===== config.mk =====
export PLATFORM = sky130hd
export DESIGN_NAME = zbr_div
export DESIGN_NICKNAME = d
export VERILOG_FILES = /design/src/rtl/core/zbr_pkg.sv /design/src/rtl/core/zbr_div.sv
export SDC_FILE = /design/constraint.sdc
export NUM_CORES = 2
export LEC_CHECK = 0
export BUFFER_PORTS_ARGS = -buffer_cell sky130_fd_sc_hd__buf_2
export CORE_ASPECT_RATIO = 1.1
export CORE_MARGIN = 2
export CORE_UTILIZATION = 46
export CTS_CLUSTER_SIZE = 24
export DETAILED_ROUTE_END_ITERATION = 16
export PLACE_DENSITY = 0.62
export REMOVE_ABC_BUFFERS = 1
export SLEW_MARGIN = 40
export SYNTH_ARGS = -nofsm -noshare
export SYNTH_HDL_FRONTEND = slang
export SYNTH_SLANG_ARGS = --single-unit
export TNS_END_PERCENT = 100

===== constraint.sdc =====
create_clock -name aclk -period 5.3 [get_ports aclk]
set_input_delay 0.265 -clock aclk [delete_from_list [all_inputs] [get_ports aclk]]
set_output_delay 0.265 -clock aclk [all_outputs]
set_load 0.02 [all_outputs]

===== src/rtl/core/zbr_pkg.sv =====
package zbr_pkg;

    localparam int DEF_SCREEN_WIDTH  = 320;
    localparam int DEF_SCREEN_HEIGHT = 240;
    localparam int DEF_DEPTH_BITS    = 16;

    // Fixed field widths of the stream.
    localparam int CRD_W = 16;
    localparam int ZIN_W = 16;
    localparam int COL_W = 24;
    localparam int OP_W  = 2;

    // Internal arithmetic widths.
    localparam int EDGE_W  = CRD_W + 1;
    localparam int DELTA_W = CRD_W + 2;
    localparam int APROD_W = 2 * EDGE_W;
    localparam int AREA_W  = APROD_W + 1;
    localparam int EPROD_W = DELTA_W + EDGE_W;
    localparam int NUM_W   = EPROD_W + 1;
    localparam int N0_W    = NUM_W + 2;
    localparam int WGT_W   = AREA_W;
    localparam int WPROD_W = WGT_W + ZIN_W;
    localparam int SUM_W   = WPROD_W + 2;
    localparam int QUO_W   = ZIN_W;

    localparam logic [OP_W-1:0] OP_CLEAR = 2'd0;
    localparam logic [OP_W-1:0] OP_LOAD  = 2'd1;
    localparam logic [OP_W-1:0] OP_PIXEL = 2'd2;

    localparam logic [7:0] ALPHA = 8'hFF;

    typedef struct packed {
        logic valid;
        logic done;
        logic hit;
    } zbr_tag_t;

endpackage


===== src/rtl/core/zbr_div.sv =====
module zbr_div #(
    parameter int SIDE_W = 8
) (
    input  logic                             aclk,
    input  logic                             aresetn,
    input  logic                             adv,
    input  logic                             in_valid,
    input  logic [zbr_pkg::SUM_W-1:0]        num_i,
    input  logic [zbr_pkg::AREA_W-1:0]       den_i,
    input  logic [SIDE_W-1:0]                side_i,
    output logic                             out_valid,
    output logic [zbr_pkg::QUO_W-1:0]        quo_o,
    output logic [SIDE_W-1:0]                side_o,
    output logic                             busy_o
);

    localparam int QW = zbr_pkg::QUO_W;
    localparam int SW = zbr_pkg::SUM_W;
    localparam int AW = zbr_pkg::AREA_W;

    // One quotient bit per stage, most significant first. The quotient is a
    // weighted mean of 16-bit depths for a pixel inside the triangle, so it fits QW bits.
    logic [QW-1:0]     v_reg;
    logic [SW-1:0]     rem_reg  [QW];
    logic [QW-1:0]     q_reg    [QW];
    logic [AW-1:0]     den_reg  [QW];
    logic [SIDE_W-1:0] side_reg [QW];

    for (genvar k = 0; k < QW; k++) begin : g_stage
        logic              v_in;
        logic [SW-1:0]     rem_in;
        logic [QW-1:0]     q_in;
        logic [AW-1:0]     den_in;
        logic [SIDE_W-1:0] side_in;
        logic [SW-1:0]     trial;
        logic              ge;

        if (k == 0) begin : g_first
            assign v_in    = in_valid;
            assign rem_in  = num_i;
            assign q_in    = '0;
            assign den_in  = den_i;
            assign side_in = side_i;
        end else begin : g_next
            assign v_in    = v_reg[k-1];
            assign rem_in  = rem_reg[k-1];
            assign q_in    = q_reg[k-1];
            assign den_in  = den_reg[k-1];
            assign side_in = side_reg[k-1];
        end

        assign trial = SW'(den_in) << (QW - 1 - k);
        assign ge    = (rem_in >= trial);

        always_ff @(posedge aclk) begin
            if (!aresetn) begin
                v_reg[k] <= 1'b0;
            end else if (adv) begin
                v_reg[k] <= v_in;
            end
        end

        always_ff @(posedge aclk) begin
            if (adv) begin
                rem_reg[k]  <= ge ? (rem_in - trial) : rem_in;
                q_reg[k]    <= q_in | (QW'(ge) << (QW - 1 - k));
                den_reg[k]  <= den_in;
                side_reg[k] <= side_in;
            end
        end
    end

    assign out_valid = v_reg[QW-1];
    assign quo_o     = q_reg[QW-1];
    assign side_o    = side_reg[QW-1];
    assign busy_o    = |v_reg;

endmodule


==> results.sh <==
export IMPL_worst_slack_ns=0.870
export IMPL_powerDensity_mw_per_mm2=537
export IMPL_coreArea_sq_mm=0.193
export IMPL_ys_seq_elements=1600
export IMPL_detailedPlace_worstSlack_ns=0.900
export IMPL_synth_adder_area_share_pct=8.17
export IMPL_finalMaxSlewViolations=0
export IMPL_largest_reg_flops=795
export IMPL_muxShareOfSynthArea_pct=0.969
export IMPL_worstSetupStartpointType="register"
export IMPL_drc=0
export IMPL_hold_worst_slack_ns=0.155
export IMPL_wl_microns=224000
export IMPL_fin_crit_ns=4.43
export IMPL_drive_above_1_share_pct=7.19
export IMPL_max_cap_violations=0
export IMPL_cts_buffers=171
export IMPL_whs_path_depth=2
export IMPL_rows=169
export IMPL_ys_types=102
export IMPL_synthFlopType="edfxtp_1"
export IMPL_status="completed"
export IMPL_hold_class="input port to register"
export IMPL_required_ns=5.86
export IMPL_cts_htree_levels=4
export IMPL_postCtsSetupRepairBufs=0
export IMPL_track_usage_pct=22.5
export IMPL_crit_type="register to register"
export IMPL_slew_headroom_pct=36.4
export IMPL_final_util_pct=51.8
export IMPL_antenna_found_initial=5
export IMPL_path_max_fanout=73
export IMPL_tightest_slew_ns=0.953
export IMPL_setup_viol=0
export IMPL_synth_top_family_by_area="compound AO/OA/AOI/OAI gates"
export IMPL_post_place_cells=10800
export IMPL_io_buffers=125
export IMPL_grt_max_degree=133
export IMPL_cts_resized=0
export IMPL_rsz0062_at_grt="no"
export IMPL_netlist_area_sq_mm=0.0894
export IMPL_multi_input_area_sq_mm=0.0379
export IMPL_finalHoldViolations=0
export IMPL_grt_pass1_wl_microns=346000
export IMPL_skew_ns=0.0270
export IMPL_die_y_microns=466
export IMPL_drt_pass1_iter_count=6
export IMPL_yosys_area_top_type_share_pct=53.2
export IMPL_arrival_ns=4.99
export IMPL_vias=61900
export IMPL_post_route_period_util_pct=83.6
export IMPL_wl_per_cell_microns=20.1
export IMPL_ir_drop_v=0.000310
export IMPL_nFillCells=17000
export IMPL_leakage_nw=39.1
export IMPL_yosysWarnings=0
export IMPL_start_util_pct=46.3
export IMPL_drtIter0Drc=3392
export IMPL_reg2reg_depth=15
export IMPL_cts_tree="yes"
export IMPL_setup_tns_ns=0
export IMPL_syn_area_per_cell_sq_um=10.8
export IMPL_synth_compound_area_share_pct=15.3
export IMPL_viasPerCell=5.54
export IMPL_synthTopCellsByArea="edfxtp_1 (53%), ha_1 (7.8%), a21oi_1 (4.1%), xnor2_1 (3.3%), o21ai_0 (3.1%)"
export IMPL_syn_to_final_growth_pct=11.7
export IMPL_cts_sinks=1600
export IMPL_synth_edf_count=1584
export IMPL_max_clock_freq_mhz=226
export IMPL_die_area_sq_mm=0.198
export IMPL_placed_cell_area_sq_mm=0.0933
export IMPL_nNetsFinal=9143
export IMPL_synth_xor_area_share_pct=5.95
export IMPL_place_hpwl_microns=176000
export IMPL_yosys_area_top_type="edfxtp_1"
export IMPL_detail_route_antenna_nets=0
export IMPL_clk_pin_slew_ns=0.06
export IMPL_clock_latency_ns=0.83
export IMPL_cts_buffer_depth=3
export IMPL_syn_inst=8252
export IMPL_postLayoutCellArea_sq_mm=0.0999
export IMPL_root_buffer="clkbuf_16"
export IMPL_ys_seq_area_share_pct=53.5
export IMPL_place_congestion=0.984
export IMPL_ctsHoldBuffers=102
export IMPL_die_x_microns=424
export IMPL_cp_end_kind="register"
export IMPL_async_reset_ff_share_pct=0
export IMPL_regArea_sq_mm=0.0479
export IMPL_instances_no_fill=11200
export IMPL_grt_remaining_overflow=0
export IMPL_io_pins=126
export IMPL_grt_pass1_vias=63700
export IMPL_synthSimpleGateAreaFrac_pct=11.8
export IMPL_finalPower_mw=53.7
## power breakdown
group | switching [mW] | leakage (nW) | internal (mW) | total [mW]
combinational | 13.2 | 20.9 | 8.94 | 22.2
sequential | 1.79 | 15.5 | 17.9 | 19.7
clock | 4.94 | 2.71 | 6.88 | 11.8
total | 20.0 | 39.1 | 33.7 | 53.7
## worst paths after layout
check / startpoint / end / slack [ns]
setup / recovery: rem_reg[5][9] / rem_reg[6][52] / 0.87
hold / removal: side_i[1] / side_reg[0][1] / 0.16
setup reg to reg: rem_reg[5][9] / rem_reg[6][52] / 0.87
hold reg to reg: side_reg[1][8] / side_reg[1][16] / 0.41
## metal layers
layer	share of wire [%]	routed length [microns]	vias to the layer above	global-route usage, %
li1	-	-	30700	-
met1	33	74300	29200	20.1
met2	55	124000	1407	44.8
met3	2.5	5650	661	2.40
met4	9.2	20700	0	18.5
met5	0	0	-	0
## worst max-delay path, stage by stage, from the launching register on
cell      delay, ns
edfxtp_1       0.38
inv_1          0.07
ha_1           0.16
inv_1          0.05
fa_1           0.42
a211oi_1       0.32
o21ai_0        0.21
and2_1         0.26
a221oi_1       0.61
o21ai_1        0.33
o31a_1         0.42
a31oi_4        0.22
buf_12         0.28
nand4b_1       0.20
nor3_1         0.07
xor2_1         0.14
## cell families (layout without fill, tap and decap cells)
family	count (synthesis)	count (layout)
buf+inv	999	1352
other cells	0	5
flops	1600	1600
simple gates	2184	2184
fa+ha+maj	575	575
compound gates	2207	2207
mux	79	79
xor+xnor	608	608
## cells in the final DEF (no fill, tap or decap), types with 158 or more instances in the layout
| master | Yosys | final |
|---|---|---|
| clkbuf_16 | 0 | 174 |
| xor2_1 | 274 | 274 |
| edfxtp_1 | 1584 | 1584 |
| ha_1 | 560 | 560 |
| a21o_1 | 296 | 296 |
| o21ai_0 | 551 | 551 |
| nand4_1 | 158 | 158 |
| nor2_1 | 558 | 556 |
| xnor2_1 | 334 | 334 |
| inv_1 | 722 | 722 |
| a21oi_1 | 727 | 725 |
| nand2_1 | 662 | 662 |
## layout make-up
cell class              count  area share (%)
well taps                2565            3.21
multi-input cells        5653            38.0
repair buffers            317            2.63
diodes                      5          0.0125
inverters                 725            2.72
flip-flops and latches   1600            47.9
clock inverters            97            1.01
clock buffers             213            4.54
## Yosys cell counts, types with 18 or more instances
master and count:
a21boi_0 24, o21bai_1 70, mux2_2 59, ha_1 560, nor2_1 558, nand2_1 662
xor2_1 274, edfxtp_1 1584, buf_2 48, o21a_1 90, nor4_1 83, o211ai_1 41
or3_1 41, nand3_1 142, clkbuf_1 213, and2_1 29, nor3_1 132, nand2b_1 82
nor2b_1 96, o31a_1 22, a211oi_1 45, inv_1 722, nand3b_1 18, a21o_1 296
or4_1 19, mux2i_1 18, o31ai_1 44, or2_2 24, o21ai_0 551, a31oi_1 77
and3_1 61, a21oi_1 727, xnor2_1 334, nand4_1 158, a2111oi_0 21
(Power assumes the default switching activity.)
