==> src/rtl/core/zbr_pkg.sv <==
package zbr_pkg;

    localparam int DEF_SCREEN_WIDTH  = 320;
    localparam int DEF_SCREEN_HEIGHT = 240;
    localparam int DEF_DEPTH_BITS    = 16;

    // Fixed field widths of the stream.
    localparam int CRD_W = 16;
    localparam int ZIN_W = 16;
    localparam int COL_W = 24;
    localparam int OP_W  = 2;

    // Internal arithmetic widths.
    localparam int EDGE_W  = CRD_W + 1;
    localparam int DELTA_W = CRD_W + 2;
    localparam int APROD_W = 2 * EDGE_W;
    localparam int AREA_W  = APROD_W + 1;
    localparam int EPROD_W = DELTA_W + EDGE_W;
    localparam int NUM_W   = EPROD_W + 1;
    localparam int N0_W    = NUM_W + 2;
    localparam int WGT_W   = AREA_W;
    localparam int WPROD_W = WGT_W + ZIN_W;
    localparam int SUM_W   = WPROD_W + 2;
    localparam int QUO_W   = ZIN_W;

    localparam logic [OP_W-1:0] OP_CLEAR = 2'd0;
    localparam logic [OP_W-1:0] OP_LOAD  = 2'd1;
    localparam logic [OP_W-1:0] OP_PIXEL = 2'd2;

    localparam logic [7:0] ALPHA = 8'hFF;

    typedef struct packed {
        logic valid;
        logic done;
        logic hit;
    } zbr_tag_t;

endpackage

==> src/rtl/core/zbr_setup.sv <==
module zbr_setup #(
    parameter int SCREEN_WIDTH  = zbr_pkg::DEF_SCREEN_WIDTH,
    parameter int SCREEN_HEIGHT = zbr_pkg::DEF_SCREEN_HEIGHT,
    parameter int XW            = $clog2(SCREEN_WIDTH),
    parameter int YW            = $clog2(SCREEN_HEIGHT)
) (
    input  logic                                       aclk,
    input  logic                                       aresetn,
    input  logic                                       adv,
    input  logic                                       in_beat,
    input  logic [zbr_pkg::OP_W-1:0]                   opcode,
    input  logic [5:0][zbr_pkg::CRD_W-1:0]             crd_in,
    input  logic [2:0][zbr_pkg::ZIN_W-1:0]             dz_in,
    input  logic [zbr_pkg::COL_W-1:0]                  colour_in,
    output zbr_pkg::zbr_tag_t                          tag_o,
    output logic [XW-1:0]                              x_o,
    output logic [YW-1:0]                              y_o,
    output logic signed [zbr_pkg::DELTA_W-1:0]         dx_o,
    output logic signed [zbr_pkg::DELTA_W-1:0]         dy_o,
    output logic signed [zbr_pkg::EDGE_W-1:0]          e0x_o,
    output logic signed [zbr_pkg::EDGE_W-1:0]          e0y_o,
    output logic signed [zbr_pkg::EDGE_W-1:0]          e1x_o,
    output logic signed [zbr_pkg::EDGE_W-1:0]          e1y_o,
    output logic [zbr_pkg::AREA_W-1:0]                 area_o,
    output logic [2:0][zbr_pkg::ZIN_W-1:0]             dz_o,
    output logic [zbr_pkg::COL_W-1:0]                  colour_o,
    output logic                                       busy_o
);

    localparam int CW = zbr_pkg::CRD_W;
    localparam int EW = zbr_pkg::EDGE_W;
    localparam int DW = zbr_pkg::DELTA_W;
    localparam int ZW = zbr_pkg::ZIN_W;

    // Scan position.
    logic [XW-1:0] col_reg;
    logic [YW-1:0] row_reg;
    logic          loaded_reg;
    logic          pix_go;
    logic          ld_go;
    logic          last_pix;
    logic          row_end;

    assign pix_go   = in_beat && (opcode == zbr_pkg::OP_PIXEL) && loaded_reg;
    assign ld_go    = in_beat && (opcode == zbr_pkg::OP_LOAD);
    assign row_end  = (col_reg == XW'(SCREEN_WIDTH - 1));
    assign last_pix = row_end && (row_reg == YW'(SCREEN_HEIGHT - 1));

    always_ff @(posedge aclk) begin
        if (!aresetn) begin
            col_reg    <= '0;
            row_reg    <= '0;
            loaded_reg <= 1'b0;
        end else if (ld_go) begin
            col_reg    <= '0;
            row_reg    <= '0;
            loaded_reg <= 1'b1;
        end else if (pix_go) begin
            if (last_pix) begin
                loaded_reg <= 1'b0;
            end else if (row_end) begin
                col_reg <= '0;
                row_reg <= row_reg + 1'b1;
            end else begin
                col_reg <= col_reg + 1'b1;
            end
        end
    end

    // Sort by y with three compare-exchange steps.
    logic signed [CW-1:0] sort_c [6];
    logic [2:0][ZW-1:0]   sort_z;

    always_comb begin
        logic signed [CW-1:0] tx;
        logic signed [CW-1:0] ty;
        logic [ZW-1:0]        tz;
        tx = '0;
        ty = '0;
        tz = '0;
        for (int i = 0; i < 6; i++) begin
            sort_c[i] = $signed(crd_in[i]);
        end
        sort_z = dz_in;
        if (sort_c[1] > sort_c[3]) begin
            tx = sort_c[0]; ty = sort_c[1]; tz = sort_z[0];
            sort_c[0] = sort_c[2]; sort_c[1] = sort_c[3]; sort_z[0] = sort_z[1];
            sort_c[2] = tx; sort_c[3] = ty; sort_z[1] = tz;
        end
        if (sort_c[1] > sort_c[5]) begin
            tx = sort_c[0]; ty = sort_c[1]; tz = sort_z[0];
            sort_c[0] = sort_c[4]; sort_c[1] = sort_c[5]; sort_z[0] = sort_z[2];
            sort_c[4] = tx; sort_c[5] = ty; sort_z[2] = tz;
        end
        if (sort_c[3] > sort_c[5]) begin
            tx = sort_c[2]; ty = sort_c[3]; tz = sort_z[1];
            sort_c[2] = sort_c[4]; sort_c[3] = sort_c[5]; sort_z[1] = sort_z[2];
            sort_c[4] = tx; sort_c[5] = ty; sort_z[2] = tz;
        end
    end

    // Stage 1: sorted vertices.
    logic                 ld1_reg;
    zbr_pkg::zbr_tag_t    tag1_reg;
    logic [XW-1:0]        x1_reg;
    logic [YW-1:0]        y1_reg;
    logic signed [CW-1:0] crd1_reg [6];
    logic [2:0][ZW-1:0]   dz1_reg;
    logic [zbr_pkg::COL_W-1:0] col1_reg;

    always_ff @(posedge aclk) begin
        if (!aresetn) begin
            ld1_reg  <= 1'b0;
            tag1_reg <= '0;
        end else if (adv) begin
            ld1_reg  <= ld_go;
            tag1_reg <= '{valid: pix_go, done: last_pix, hit: 1'b0};
        end
    end

    always_ff @(posedge aclk) begin
        if (adv) begin
            x1_reg   <= col_reg;
            y1_reg   <= row_reg;
            crd1_reg <= sort_c;
            dz1_reg  <= sort_z;
            col1_reg <= colour_in;
        end
    end

    // Stage 2: the two cross products of the area.
    logic signed [EW-1:0] ae0x;
    logic signed [EW-1:0] ae0y;
    logic signed [EW-1:0] ae1x;
    logic signed [EW-1:0] ae1y;

    assign ae0x = EW'(crd1_reg[2]) - EW'(crd1_reg[0]);
    assign ae0y = EW'(crd1_reg[3]) - EW'(crd1_reg[1]);
    assign ae1x = EW'(crd1_reg[4]) - EW'(crd1_reg[0]);
    assign ae1y = EW'(crd1_reg[5]) - EW'(crd1_reg[1]);

    logic                 ld2_reg;
    zbr_pkg::zbr_tag_t    tag2_reg;
    logic [XW-1:0]        x2_reg;
    logic [YW-1:0]        y2_reg;
    logic signed [CW-1:0] crd2_reg [6];
    logic [2:0][ZW-1:0]   dz2_reg;
    logic [zbr_pkg::COL_W-1:0] col2_reg;
    logic signed [zbr_pkg::APROD_W-1:0] pa2_reg;
    logic signed [zbr_pkg::APROD_W-1:0] pb2_reg;

    always_ff @(posedge aclk) begin
        if (!aresetn) begin
            ld2_reg  <= 1'b0;
            tag2_reg <= '0;
        end else if (adv) begin
            ld2_reg  <= ld1_reg;
            tag2_reg <= tag1_reg;
        end
    end

    always_ff @(posedge aclk) begin
        if (adv) begin
            x2_reg   <= x1_reg;
            y2_reg   <= y1_reg;
            crd2_reg <= crd1_reg;
            dz2_reg  <= dz1_reg;
            col2_reg <= col1_reg;
            pa2_reg  <= ae0x * ae1y;
            pb2_reg  <= ae0y * ae1x;
        end
    end

    // Negative winding: swap the first and last vertex, which negates the area.
    logic signed [zbr_pkg::AREA_W-1:0] area2;
    logic signed [CW-1:0]              fix_c [6];
    logic [2:0][ZW-1:0]                fix_z;
    logic [zbr_pkg::AREA_W-1:0]        area_mag;

    assign area2 = zbr_pkg::AREA_W'(pa2_reg) - zbr_pkg::AREA_W'(pb2_reg);

    always_comb begin
        fix_c    = crd2_reg;
        fix_z    = dz2_reg;
        area_mag = area2;
        if (area2 < 0) begin
            fix_c[0] = crd2_reg[4];
            fix_c[1] = crd2_reg[5];
            fix_c[4] = crd2_reg[0];
            fix_c[5] = crd2_reg[1];
            fix_z[0] = dz2_reg[2];
            fix_z[2] = dz2_reg[0];
            area_mag = -area2;
        end
    end

    // Current triangle.
    logic signed [CW-1:0]         tc_reg [6];
    logic [2:0][ZW-1:0]           tz_reg;
    logic [zbr_pkg::COL_W-1:0]    tcol_reg;
    logic [zbr_pkg::AREA_W-1:0]   ta_reg;

    always_ff @(posedge aclk) begin
        if (adv && ld2_reg) begin
            tc_reg   <= fix_c;
            tz_reg   <= fix_z;
            tcol_reg <= col2_reg;
            ta_reg   <= area_mag;
        end
    end

    // Stage 3: pixel offsets and edge vectors.
    zbr_pkg::zbr_tag_t tag3_reg;

    always_ff @(posedge aclk) begin
        if (!aresetn) begin
            tag3_reg <= '0;
        end else if (adv) begin
            tag3_reg <= tag2_reg;
        end
    end

    always_ff @(posedge aclk) begin
        if (adv) begin
            x_o      <= x2_reg;
            y_o      <= y2_reg;
            dx_o     <= $signed(DW'({x2_reg, 4'b0000})) - DW'(tc_reg[0]);
            dy_o     <= $signed(DW'({y2_reg, 4'b0000})) - DW'(tc_reg[1]);
            e0x_o    <= EW'(tc_reg[2]) - EW'(tc_reg[0]);
            e0y_o    <= EW'(tc_reg[3]) - EW'(tc_reg[1]);
            e1x_o    <= EW'(tc_reg[4]) - EW'(tc_reg[0]);
            e1y_o    <= EW'(tc_reg[5]) - EW'(tc_reg[1]);
            area_o   <= ta_reg;
            dz_o     <= tz_reg;
            colour_o <= tcol_reg;
        end
    end

    assign tag_o  = tag3_reg;
    assign busy_o = tag1_reg.valid || tag2_reg.valid || tag3_reg.valid;

endmodule

==> config.mk <==
export PLATFORM = sky130hd
export DESIGN_NAME = zbr_setup
export DESIGN_NICKNAME = d
export VERILOG_FILES = /design/src/rtl/core/zbr_pkg.sv /design/src/rtl/core/zbr_setup.sv
export SDC_FILE = /design/constraint.sdc
export NUM_CORES = 2
export LEC_CHECK = 0
export BUFFER_PORTS_ARGS = -buffer_cell sky130_fd_sc_hd__buf_2
export CAP_MARGIN = 20
export CORE_AREA = 2 2 323 357
export DETAILED_ROUTE_END_ITERATION = 8
export DIE_AREA = 0 0 325 359
export PLACE_DENSITY = 0.79
export REMOVE_ABC_BUFFERS = 1
export SLEW_MARGIN = 20
export SYNTH_ARGS = -nofsm -noshare
export SYNTH_HDL_FRONTEND = slang
export SYNTH_SLANG_ARGS = --single-unit
export TNS_END_PERCENT = 20
==> constraint.sdc <==
create_clock -name aclk -period 8.85 [get_ports aclk]
set_clock_uncertainty 0.2 [all_clocks]
set_input_delay 0.4425 -clock aclk [delete_from_list [all_inputs] [get_ports aclk]]
set_output_delay 0.4425 -clock aclk [all_outputs]
set_load 0.03 [all_outputs]
==> results.yml <==
synth:
  yosysTopAreaCellShare_pct: 40.64
  synth_flop_cell: "edfxtp_1"
  synthTopCellsByArea: "edfxtp_1 (41%), fa_1 (19%), ha_1 (7.8%)"
  synth-seq-area-share_pct: 41.45
  synth_edf_count: 867
  synth_seq_cells: 893
  syn_avg_cell_area_um2: 10.87
  synth_most_common_cell: "inv_1"
  async_flop_share_pct: 0
  yosys-top-cells-count: "inv_1 (973), edfxtp_1 (867), nand2_1 (762), fa_1 (602), nor2_1 (499)"
  synth_cells: 5894
  yosys.area.top_type: "edfxtp_1"
  ys_types: 92
  syn_area_um2: 64060
  yosys_warnings: 0
detailed_routing:
  vias: 46950
  detail_route.first_pass.iterations: 7
  ant_nets: 0
  drt_iter0_markers: 4326
  via_per_inst: 5.622
  drt-total-wl_mm: 171.6
  drc_errors: 0
  wire_per_inst_um: 20.55
critical_path:
  worst-path-buf-inv: 8
  critical_path_arrival_ns: 8.96
  cp-end-kind: "register"
  path_max_fanout: 11
  required_ns: 9.07
  cp-start-kind: "register"
  crit_path_start: "crd1_reg[80]"
  crit-reg2reg-launch: "crd1_reg[80]"
  path_class: "reg -> reg"
  max_stage_delay_ns: 0.57
  cpLargestDelayFamily: "adder cells"
  crit_path_frequent_cell: "fa_1"
  crit_slowest_cell: "fa_1"
timing:
  fmax_mhz: 114.4
  fin_crit_ns: 8.738
  hold_viol_final: 0
  fin_setup_tns_ns: 0
  finalCritPeriodShare_pct: 98.73
  finalMaxSlewViolations: 0
  setup_violations: 0
  worst_pin_slew_ns: 1.013
  slew_headroom_pct: 32.46
  whs_ns: 0.04472
outcome:
  status: "completed"
clock_network:
  h-tree-depth: 3
  cts-root-buf: "clkbuf_16"
  clk_path_buf_depth: 3
  cts.clk_slew.worst_paths_ns: 0.07
  numCtsBuffers: 88
  clock_latency_ns: 0.71
  cts_sinks: 893
  cts_tree: "yes"
cells_and_area:
  fin_cells: 8351
  fill_cells: 8246
  final_layout_size_suffix_gt1_share_pct: 16.37
  nets: 7931
  fin_util_pct: 66.83
  syn_to_final_growth_pct: 18.28
placement:
  placedCellCount: 7952
  place.gp.congestion: 0.9835
  dpl.hpwl_mm: 130.6
  numPortBuffers: 404
worst_hold_path:
  hold_path.class: "in -> reg"
  min_from: "crd_in[19]"
floorplan:
  dieArea_um2: 116700
  pin_count: 406
  initial_core_util_pct: 56.50
  dieHeight_um: 359
  num_rows: 130
  die_w_um: 325
  fp.coreArea_um2: 113400
grt:
  grt_max_degree: 189
  antenna_found_initial: 7
  grt_pass1_wl_mm: 266.2
  grt_pass1_vias: 48070
  grt_usage_pct: 29.43
  grt_overflow_total: 0
flow_run:
  cap_violations: 0
layer usage:
metal  routed length, um  up-vias  GRT usage, %  part of all wire, %
met5                  13        -             0               0.0076
met4               10960        2         16.51                  6.4
met3               11390      521         3.239                  6.6
met2               83080     2019         49.24                   48
met1               66140    23090         37.56                   39
li1                    -    21320             -                    -
logic make-up (layout without fill, tap and decap cells):
group / Yosys count / in the layout / share of synthesized area (%)
AOI/OAI and AO/OA: 777 / 777 / 8.332
xor gates and xnor gates: 238 / 238 / 3.254
adders and majority gates: 1003 / 1003 / 26.65
buffers and inverters: 1143 / 2077 / 6.787
DFF: 893 / 893 / 41.45
muxes: 80 / 80 / 1.287
other: 1 / 6 / 0.005854
and+or+nand+nor: 1759 / 1759 / 12.23
final cells by class:
cell class,instances,area (um^2),area share (%)
sequential,893,26560,35.05
tap,1518,1899,2.507
clock inverter,53,656.9,0.8669
inverter,973,3652,4.820
timing repair buffer,940,6802,8.976
clock buffer,111,2298,3.033
multi-input combinational,3858,33900,44.73
antenna,5,12.51,0.01651
cell usage in the layout, fill, tap and decap left out, types with 14 or more instances in the layout:
master	count
o21ai_0	138
or3_1	29
dlygate4sd3_1	194
ha_1	388
buf_2	403
o21ai_1	19
o221a_2	31
a21oi_1	188
nand2_1	757
fa_1	596
xor2_1	64
o21ai_2	14
xnor2_1	168
edfxtp_1	867
o211a_1	33
or2_2	25
nand3_1	61
clkinv_2	17
a211oi_1	24
clkbuf_1	22
dfxtp_1	26
clkbuf_16	90
and2_1	40
nor3_1	69
nor2_1	489
and3_1	37
inv_1	968
buf_12	15
nor2b_1	76
buf_4	316
a31oi_1	24
a21boi_0	23
mux2_2	19
o21a_1	31
nand4_1	22
mux2i_1	61
nand2b_1	63
a221oi_1	37
a21o_1	53
worst paths after layout:
kind                  to  slack, ns  depth (start not counted)
max          pb2_reg[31]       0.11                         35
max reg2reg  pb2_reg[31]       0.11                         35
min reg2reg    area_o[1]       0.20                          0
min          crd1_reg[3]       0.04                          3
worst reg2reg max path, delay by kind of cell, from the launching register on:
| kind | cells | cell delay (ns) |
|---|---|---|
| flip-flops | 1 | 0.42 |
| AO/OA/AOI/OAI | 12 | 2.27 |
| XOR/XNOR | 1 | 0.07 |
| AND/OR/NAND/NOR | 5 | 0.74 |
| buffers and inverters | 8 | 0.95 |
| adder cells (fa/ha/maj) | 9 | 3.82 |
through the flow:
step           cell area, um^2  worst slack, ns
2_1_floorplan            63360           -7.200
6_report                 75770           0.1123
5_1_grt                  75770          -0.1120
4_1_cts                  74920          0.01143
3_3_place_gp             69840          -0.4664
3_5_place_dp             69840          -0.6772
what timing repair did:
action,in CTS,in global routing
hold buffers,194,0
endpoints found under the hold margin,184,0
gates resized for setup,36,144
setup endpoints to repair,14,57
buffers inserted,8,28
pin swaps,10,74
Power is not shown: default switching activity piles up to over one toggle a cycle in this logic, so the estimate is an artifact.
